File: config.mk
export PLATFORM = sky130hd
export DESIGN_NAME = sfir_cell
export DESIGN_NICKNAME = d
export VERILOG_FILES = /design/src/rtl/sfir_pkg.sv /design/src/rtl/sfir_cell.sv
export SDC_FILE = /design/constraint.sdc
export NUM_CORES = 1
export LEC_CHECK = 0
export ABC_AREA = 1
export BUFFER_PORTS_ARGS = -buffer_cell sky130_fd_sc_hd__buf_2
export CAP_MARGIN = 30
export CORE_ASPECT_RATIO = 0.9
export CORE_MARGIN = 2
export CORE_UTILIZATION = 40
export CTS_CLUSTER_DIAMETER = 200
export DETAILED_ROUTE_END_ITERATION = 8
export PLACE_DENSITY = 0.74
export SLEW_MARGIN = 25
export SYNTH_ARGS = -nofsm -noshare
export SYNTH_HDL_FRONTEND = slang
export SYNTH_SLANG_ARGS = --single-unit
File: constraint.sdc
create_clock -name clock -period 1 [get_ports clock]
set_input_delay 0.2 -clock clock [delete_from_list [all_inputs] [get_ports clock]]
set_output_delay 0.2 -clock clock [all_outputs]
set_load 0.03 [all_outputs]
File: src/rtl/sfir_pkg.sv
// Shared types and constants for the stereo FIR filter.
// Used by every module of the block; depends on nothing.
package sfir_pkg;

   localparam int TAPS      = 32;
   localparam int FRAC_BITS = 15;
   localparam int SAMPLE_W  = 16;
   localparam int ACC_W     = 32;
   localparam int INDEX_W   = 5;
   localparam int CNT_W     = $clog2(TAPS);

   // Item codes carried in the req_type field
   localparam logic REQ_SAMPLE = 1'b0;
   localparam logic REQ_COEF   = 1'b1;

   typedef enum logic [1:0] {
      ST_IDLE,
      ST_RUN,
      ST_DRAIN,
      ST_HOLD
   } state_type;

   typedef struct packed {
      logic                       req_type;
      logic signed [SAMPLE_W-1:0] left_sample;
      logic signed [SAMPLE_W-1:0] right_sample;
      logic        [INDEX_W-1:0]  coef_index;
      logic signed [SAMPLE_W-1:0] coef_value;
   } req_word_type;

   typedef struct packed {
      logic signed [SAMPLE_W-1:0] left_result;
      logic signed [SAMPLE_W-1:0] right_result;
      logic                       overflow;
   } rsp_word_type;

   // Contents of one cell of the tap chain
   typedef struct packed {
      logic signed [SAMPLE_W-1:0] coef;
      logic signed [SAMPLE_W-1:0] left;
      logic signed [SAMPLE_W-1:0] right;
   } cell_data_type;

   // Chain moves: push shifts history toward the tail, rotate moves all toward the head
   typedef struct packed {
      logic push;
      logic rotate;
   } cell_ctrl_type;

   typedef struct packed {
      logic clear;
      logic capture;
   } mac_ctrl_type;

endpackage

File: src/rtl/sfir_cell.sv
// One tap cell: holds a coefficient and one left and one right history sample.
// Depends on sfir_pkg for the cell data and control types.
module sfir_cell (
   input  logic                                clock,
   input  logic                                reset,
   input  sfir_pkg::cell_ctrl_type             ctrl,
   input  logic                                coef_we,
   input  logic signed [sfir_pkg::SAMPLE_W-1:0] coef_wdata,
   input  logic signed [sfir_pkg::SAMPLE_W-1:0] left_prev,
   input  logic signed [sfir_pkg::SAMPLE_W-1:0] right_prev,
   input  sfir_pkg::cell_data_type             next_cell,
   output sfir_pkg::cell_data_type             cell_out
);

   sfir_pkg::cell_data_type cell_ff;
   sfir_pkg::cell_data_type cell_in;

   // Select the next contents: coefficient load, history push or chain rotate
   always_comb begin
      cell_in = cell_ff;
      if (coef_we) begin
         cell_in.coef = coef_wdata;
      end else if (ctrl.push) begin
         cell_in.left  = left_prev;
         cell_in.right = right_prev;
      end else if (ctrl.rotate) begin
         cell_in = next_cell;
      end
   end

   always_ff @(posedge clock) begin
      if (reset) begin
         cell_ff <= '0;
      end else begin
         cell_ff <= cell_in;
      end
   end

   assign cell_out = cell_ff;

endmodule

==> metrics.txt <==
Mapped Area=2590 sq um; Routability Congestion=0.801; antenna-violating nets left=0; I/O Buffers=148; relative slew slack=71.9%; CP Cell Sequence=buf_6; # rows=27; capturing element type of the critical path=output pin; number of DRC violations after detailed-routing iteration 0=78; layout cells sized above 1=35.7%; final non-filler cell area=3930 sq um; vias in the first global route=2,521; TNS Setup=0 ps; Syn Inst Count=463; first-pass GRT wire length=10,300 um; RSZ-0062 raised after global routing=true; Leak Pwr=2.28 nW; total grt overflow=0; max-cap violations=0; slowest stage delay, CP=360 ps; Hold Path Class=in -> reg; final worst slack=14.2 ps; Achievable Freq=1010 MHz; core area=6180 sq um; NumNets Final=704; critical path type=reg -> out; Final Util=63.5%; Crit path buffers/inverters=1; WP data arrival=790 ps; Yosys reg bits=48; H-tree lvl count=2; # setup viols final=0; Pwr Density=1280 nW/um^2; slowest CP cell=dfxtp_1; area added between synthesis and finish=51.5%; delay-heaviest family, CP=flip-flops; Worst EP required=800 ps; via count=2,956; starting density of the core=41.9%; Placement Cell Area=3470 sq um; worst-margin pin slew=421 ps; Tmin final=986 ps; Reg clk slew, reported paths=80 ps; Final Power=5.02 mW; cts bufs inserted=5; pre-CTS setup slack=-76.6 ps; CTS Buffer Depth=2; Overall Global Routing Usage=18.1%; final hold vios=0; CTS tree=yes; vias per cell=4.28; most frequent cells in the layout=nand2_1 (224), buf_2 (100), nor2_1 (96), inv_1 (49), buf_6 (48); WL final=6920 um; largest net degree at the start of global routing=37; Fillers=572; HPWL after DPL=4880 um; Vert. Die Dim=80.4 um; worst-path fanout max=2; initial antenna violation count=0; clock latency on the worst-skew pair=290 ps; clk root buf=clkbuf_8; final-report max-slew violation count=0; die area=7140 sq um; status=finished, final reports clean; Ports=149; Worst Clk Skew=0 ps; Max VDD drop=0.667 mV; clock sinks=48; CP startpoint kind=flop; Cell variety after synth=13; # diodes=0; router iterations before antenna repair=5; sequential fraction of the synthesis area=37.1%; wire per inst=10.0 um; period utilization=98.6%; Die Wd=88.8 um; commonest non-fill, non-tap cell in the layout=nand2_1; Syn. warnings=0; Post-route DRC=0; Largest register FFs=48; Synth Net Count=564; Syn Area/Cell=5.60 sq um
## cell usage after synthesis, drive strengths merged
cell / n / area share, %
o21ai: 1 / 0.63
clkbuf: 4 / 0.58
nor2: 96 / 14
a21oi: 1 / 0.63
dfxtp: 48 / 37
nand3: 16 / 3.1
nand2: 225 / 33
buf: 21 / 4.0
inv: 51 / 7.4
## stage by stage
step	std cells	hold WS, ps
after floorplan	463	408
after global placement	683	495
after detailed placement	683	496
after CTS	690	201
after global routing	690	216
final	690	209
## timing repair
action,4_1_cts,5_1_grt
endpoints found under the setup margin,48,31
buffers inserted,0,0
hold buffers,0,0
resized for setup,115,26
## cell families after synthesis
kind of cell | count (synthesis) | synth area share (%)
and+or+nand+nor | 337 | 49.7
AOI/OAI and AO/OA | 2 | 1.26
DFF | 48 | 37.1
buffers and inverters | 76 | 12.0
## metal layers
layer	global-route usage [%]	share of wire [%]	up-vias
met5	0	0	-
met3	5.24	8.0	7
li1	-	-	1615
met2	34.6	50	93
met1	19.1	41	1241
met4	4.24	0.88	0
## power breakdown
part	switching [mW]	internal (mW)
Sequential	0.110	2.10
Clock	0.628	0.617
Combinational	0.868	0.699
Total	1.61	3.41
## cell type report
class	instances	area [sq um]	area share [%]
flip-flops and latches	48	1020	25.9
well taps	87	109	2.77
repair buffers	158	1190	30.3
multi-input cells	339	1320	33.6
clock buffers	7	96.3	2.45
inverters	51	191	4.88
## path summary, 6_finish.rpt
check | from | endpoint | slack, ps | cells past startpoint
setup / recovery | cell_out[10] | cell_out[10] | 10 | 1
setup reg to reg | cell_out[45] | cell_out[45] | 330 | 4
hold reg to reg | cell_out[16] | cell_out[16] | 520 | 4
hold / removal | next_cell[39] | cell_out[39] | 210 | 5
Note: power is estimated with default switching activity, not from simulation.
