File: src/rtl/sfir_pkg.sv
// Shared types and constants for the stereo FIR filter.
// Used by every module of the block; depends on nothing.
package sfir_pkg;

   localparam int TAPS      = 32;
   localparam int FRAC_BITS = 15;
   localparam int SAMPLE_W  = 16;
   localparam int ACC_W     = 32;
   localparam int INDEX_W   = 5;
   localparam int CNT_W     = $clog2(TAPS);

   // Item codes carried in the req_type field
   localparam logic REQ_SAMPLE = 1'b0;
   localparam logic REQ_COEF   = 1'b1;

   typedef enum logic [1:0] {
      ST_IDLE,
      ST_RUN,
      ST_DRAIN,
      ST_HOLD
   } state_type;

   typedef struct packed {
      logic                       req_type;
      logic signed [SAMPLE_W-1:0] left_sample;
      logic signed [SAMPLE_W-1:0] right_sample;
      logic        [INDEX_W-1:0]  coef_index;
      logic signed [SAMPLE_W-1:0] coef_value;
   } req_word_type;

   typedef struct packed {
      logic signed [SAMPLE_W-1:0] left_result;
      logic signed [SAMPLE_W-1:0] right_result;
      logic                       overflow;
   } rsp_word_type;

   // Contents of one cell of the tap chain
   typedef struct packed {
      logic signed [SAMPLE_W-1:0] coef;
      logic signed [SAMPLE_W-1:0] left;
      logic signed [SAMPLE_W-1:0] right;
   } cell_data_type;

   // Chain moves: push shifts history toward the tail, rotate moves all toward the head
   typedef struct packed {
      logic push;
      logic rotate;
   } cell_ctrl_type;

   typedef struct packed {
      logic clear;
      logic capture;
   } mac_ctrl_type;

endpackage

File: src/rtl/sfir_mac.sv
// Two-lane multiply-accumulate at the head of the tap chain, with output scaling.
// Depends on sfir_pkg for widths and the control type.
module sfir_mac (
   input  logic                                clock,
   input  logic                                reset,
   input  sfir_pkg::mac_ctrl_type              ctrl,
   input  sfir_pkg::cell_data_type             head,
   output logic signed [sfir_pkg::SAMPLE_W-1:0] left_sum,
   output logic signed [sfir_pkg::SAMPLE_W-1:0] right_sum,
   output logic                                overflow
);

   logic signed [sfir_pkg::ACC_W-1:0] prod_l_ff, prod_r_ff;
   logic signed [sfir_pkg::ACC_W-1:0] acc_l_ff, acc_r_ff;
   logic signed [sfir_pkg::ACC_W-1:0] acc_l_in, acc_r_in;
   logic                              prod_valid_ff;
   logic signed [sfir_pkg::ACC_W-1:0] shift_l, shift_r;
   logic                              fit_l, fit_r;

   // Register the products of the head cell
   always_ff @(posedge clock) begin
      prod_l_ff <= sfir_pkg::ACC_W'(head.left * head.coef);
      prod_r_ff <= sfir_pkg::ACC_W'(head.right * head.coef);
   end

   always_ff @(posedge clock) begin
      if (reset) begin
         prod_valid_ff <= 1'b0;
      end else begin
         prod_valid_ff <= ctrl.capture;
      end
   end

   // Accumulate with 32-bit wrap; clear at the start of each sample word
   always_comb begin
      acc_l_in = acc_l_ff;
      acc_r_in = acc_r_ff;
      if (ctrl.clear) begin
         acc_l_in = '0;
         acc_r_in = '0;
      end else if (prod_valid_ff) begin
         acc_l_in = acc_l_ff + prod_l_ff;
         acc_r_in = acc_r_ff + prod_r_ff;
      end
   end

   always_ff @(posedge clock) begin
      if (reset) begin
         acc_l_ff <= '0;
         acc_r_ff <= '0;
      end else begin
         acc_l_ff <= acc_l_in;
         acc_r_ff <= acc_r_in;
      end
   end

   // Scale down and flag values that do not fit the result width
   assign shift_l = acc_l_ff >>> sfir_pkg::FRAC_BITS;
   assign shift_r = acc_r_ff >>> sfir_pkg::FRAC_BITS;
   assign fit_l = (&shift_l[sfir_pkg::ACC_W-1:sfir_pkg::SAMPLE_W-1]) ||
                  !(|shift_l[sfir_pkg::ACC_W-1:sfir_pkg::SAMPLE_W-1]);
   assign fit_r = (&shift_r[sfir_pkg::ACC_W-1:sfir_pkg::SAMPLE_W-1]) ||
                  !(|shift_r[sfir_pkg::ACC_W-1:sfir_pkg::SAMPLE_W-1]);

   assign left_sum  = shift_l[sfir_pkg::SAMPLE_W-1:0];
   assign right_sum = shift_r[sfir_pkg::SAMPLE_W-1:0];
   assign overflow  = !(fit_l && fit_r);

endmodule

File: config.mk
export PLATFORM = sky130hd
export DESIGN_NAME = sfir_mac
export DESIGN_NICKNAME = d
export VERILOG_FILES = /design/src/rtl/sfir_pkg.sv /design/src/rtl/sfir_mac.sv
export SDC_FILE = /design/constraint.sdc
export NUM_CORES = 2
export LEC_CHECK = 0
export ABC_AREA = 1
export BUFFER_PORTS_ARGS = -buffer_cell sky130_fd_sc_hd__buf_2
export CAP_MARGIN = 20
export CELL_PAD_IN_SITES_DETAIL_PLACEMENT = 0
export CELL_PAD_IN_SITES_GLOBAL_PLACEMENT = 2
export CORE_ASPECT_RATIO = 2
export CORE_MARGIN = 2
export CORE_UTILIZATION = 39
export CTS_BUF_LIST = sky130_fd_sc_hd__clkbuf_4 sky130_fd_sc_hd__clkbuf_8
export CTS_CLUSTER_DIAMETER = 120
export DETAILED_ROUTE_END_ITERATION = 10
export PLACE_DENSITY_LB_ADDON = 0.1
export SLEW_MARGIN = 20
export SYNTH_ARGS = -nofsm -noshare
export SYNTH_HDL_FRONTEND = slang
export SYNTH_SLANG_ARGS = --single-unit
File: constraint.sdc
create_clock -name clock -period 7.79 [get_ports clock]
set_input_delay 1.558 -clock clock [delete_from_list [all_inputs] [get_ports clock]]
set_output_delay 1.558 -clock clock [all_outputs]
set_load 0.02 [all_outputs]
==> out/results.tsv <==
metric	value	unit
setup tns final	0	ns
pin count of the biggest net entering global routing	53	
fin crit share	87.8	%
cts bufs inserted	17	
Hold Startpoint	acc_r_ff[0]$_SDFFE_PP0P_	
Worst Tran Pin Value	0.824	ns
Syn Area/Cell	7.36	µm²
root buf cell	clkbuf_8	
hold depth	2	
initial core utilization	39.3	%
Cell variety after synth	44	
DRC errors left	0	
worst reg2reg endpoint	acc_l_ff[30]$_SDFFE_PP0P_	
crit-path cells	buf_2 -> buf_4 -> nand2_1 -> fa_1 -> inv_1 -> fa_1 -> inv_1 -> fa_1 -> inv_1 -> fa_1 -> fa_1 -> inv_1 -> fa_1 -> inv_1 -> ha_1 -> a21oi_1 -> nand2_1 -> a21oi_1 -> nand2_1 -> a21oi_1 -> xnor2_1	
synth warn	0	
drt first pass iters	6	
DIE AREA	76700	µm²
antenna violations before repair	2	
cell count after synthesis	3944	
CTS tree	done	
Slew Limit Headroom	45.1	%
post-CTS sizing	0	
layout cells sized above 1	5.23	%
Post-Syn Nets	4748	
max cap viols	0	
GP Congestion	0.887	
first-pass GRT wire length	146000	µm
via count	23600	
worst r2r src	acc_l_ff[0]$_SDFFE_PP0P_	
# fillers	8012	
Max H-tree Level	4	
sequential area share after synthesis	8.90	%
Hold Fails Final Rpt	0	
DP HPWL	79500	µm
RSZ-0062 raised after global routing	false	
I/O Pins	85	
number of flops mapped to enable cells by yosys	0	
setup bufs post-CTS	0	
Buffers on Ports	84	
vias in the first global route	26100	
Crit Path Category	in -> reg	
slowest cell delay on critical path	0.57	ns
Worst Skew	0.0312	ns
Hold Buf Count CTS	0	
achievable frequency	146	MHz
Die Wd	197	µm
worst min-delay path endpoint	acc_r_ff[0]$_SDFFE_PP0P_	
clock sink count	129	
CP startpoint kind	input pin	
ranking of synthesized cells by area	fa_1 (36%), inv_1 (14%), nand2_1 (12%)	
grt total ovfl	0	
Max Fanout on Critical Path	15	
cell taking the most area after synthesis	fa_1	
P&R area growth vs syn	5.46	%
Die H	390	µm
leading cell type in the layout, fill and taps excluded	inv_1	
post-layout util	41.5	%
CP dominant cell by count	fa_1	
Post-synth ARST share	0	%
endpoints failing setup	0	
Pins Over Slew Limit	0	
final WL	93700	µm
Iteration-0 DRC Markers	798	
Multi-input gate area	21700	µm²
Critical Path RT	8.19	ns
Hold WC Path Type	reg -> reg	
Clock Latency Late Sink	0.53	ns
Bufs on Longest Clock Path	2	
nets	4733	
Core Area	73700	µm²
row count	141	
R2R Setup Slk	5.34	ns
worst reg2reg path depth	15	
Avg WL per Cell	19.2	µm
GRT Util Overall	25.4	%
Routed Antenna Nets	0	
top cell type's share of synthesized area	36.3	%
CP delay by family, top	adder cells	
commonest non-fill, non-tap cells in the layout	inv_1 (1060), nand2_1 (955), fa_1 (526)	
Critical Path AT	7.24	ns
Seq cells post-synth	129	
CP bufs+invs	7	
vias per cell	4.84	
Top FF cell, synth	dfxtp_1	
Sequential Area	2590	µm²
Tmin final	6.84	ns
CP Capture Type	flip-flop	
Reg clk slew, reported paths	0.08	ns
status	finished, final reports clean	
Synth Cell Area	29000	µm²
CP max stage cell	fa_1	
## synth_stat cells (all sizes together) (3+ instances only)
cell    instances
ha            226
o21a            5
nor2          288
o21ai          92
a21o           12
clkbuf        115
or2            14
fa            526
a21boi          3
nand3         135
dfxtp         129
nor3           29
nand4          28
o21bai         21
xor2           73
a31oi           3
o211ai          4
nand2         970
buf            38
a21oi         129
xnor2          28
inv          1065
## worst max-delay path by stage
stage	end	cells past startpoint	start	slack, ns
final	prod_l_ff[19]$_DFF_P_	21	head[39]	0.95
after global routing	prod_l_ff[19]$_DFF_P_	21	head[39]	0.76
after CTS	prod_l_ff[19]$_DFF_P_	21	head[39]	0.95
after detailed placement	prod_l_ff[19]$_DFF_P_	21	head[39]	0.41
after global placement	prod_l_ff[19]$_DFF_P_	21	head[39]	0.44
after floorplan	prod_l_ff[27]$_DFF_P_	19	head[31]	1.17
## through the flow
step                      hold WS, ns  setup slack [ns]  instances  area, µm²
after detailed placement        0.466             0.408       4839      30200
after global routing            0.492             0.764       4872      30600
after floorplan                 0.445              1.17       3944      29000
after CTS                       0.477             0.954       4871      30600
final                           0.472             0.951       4872      30600
after global placement          0.454             0.445       4839      30200
## state kept, by name (all words and copies together), names as in the netlist
register,flops
prod_l_ff,32
prod_r_ff,32
acc_r_ff,32
prod_valid_ff,1
acc_l_ff,32
## logic make-up after synthesis
family                   count (synthesis)  synth area share (%)
buffers and inverters                 1218                  16.2
AO/OA/AOI/OAI                          271                  5.15
flip-flops                             129                  8.90
adder cells (fa/ha/maj)                752                  46.0
AND/OR/NAND/NOR                       1473                  20.7
XOR/XNOR                               101                  3.05
## final cells by class
type	count	share of cell area (%)
Timing Repair Buffer	119	2.31
Clock inverter	13	0.491
Tap cell	929	3.80
Antenna cell	1	0.00818
Clock buffer	19	0.855
Sequential cell	129	8.45
Inverter	1065	13.1
Multi-Input combinational cell	2597	71.0
## layer usage
metal / up-vias / part of all wire, % / track usage, %
met2: 409 / 59 / 53.1
met1: 11600 / 35 / 25.5
met5: - / 0.015 / 0
met3: 154 / 2.1 / 1.46
met4: 2 / 3.9 / 9.76
li1: 11400 / - / -
## tightest hold or removal path, cell delays in order (launching register included)
cell	delay, ns
dfxtp_1	0.32
nand2_1	0.06
a21oi_1	0.05
Power is not shown: default switching activity piles up to over one toggle a cycle in this logic, so the estimate is an artifact.
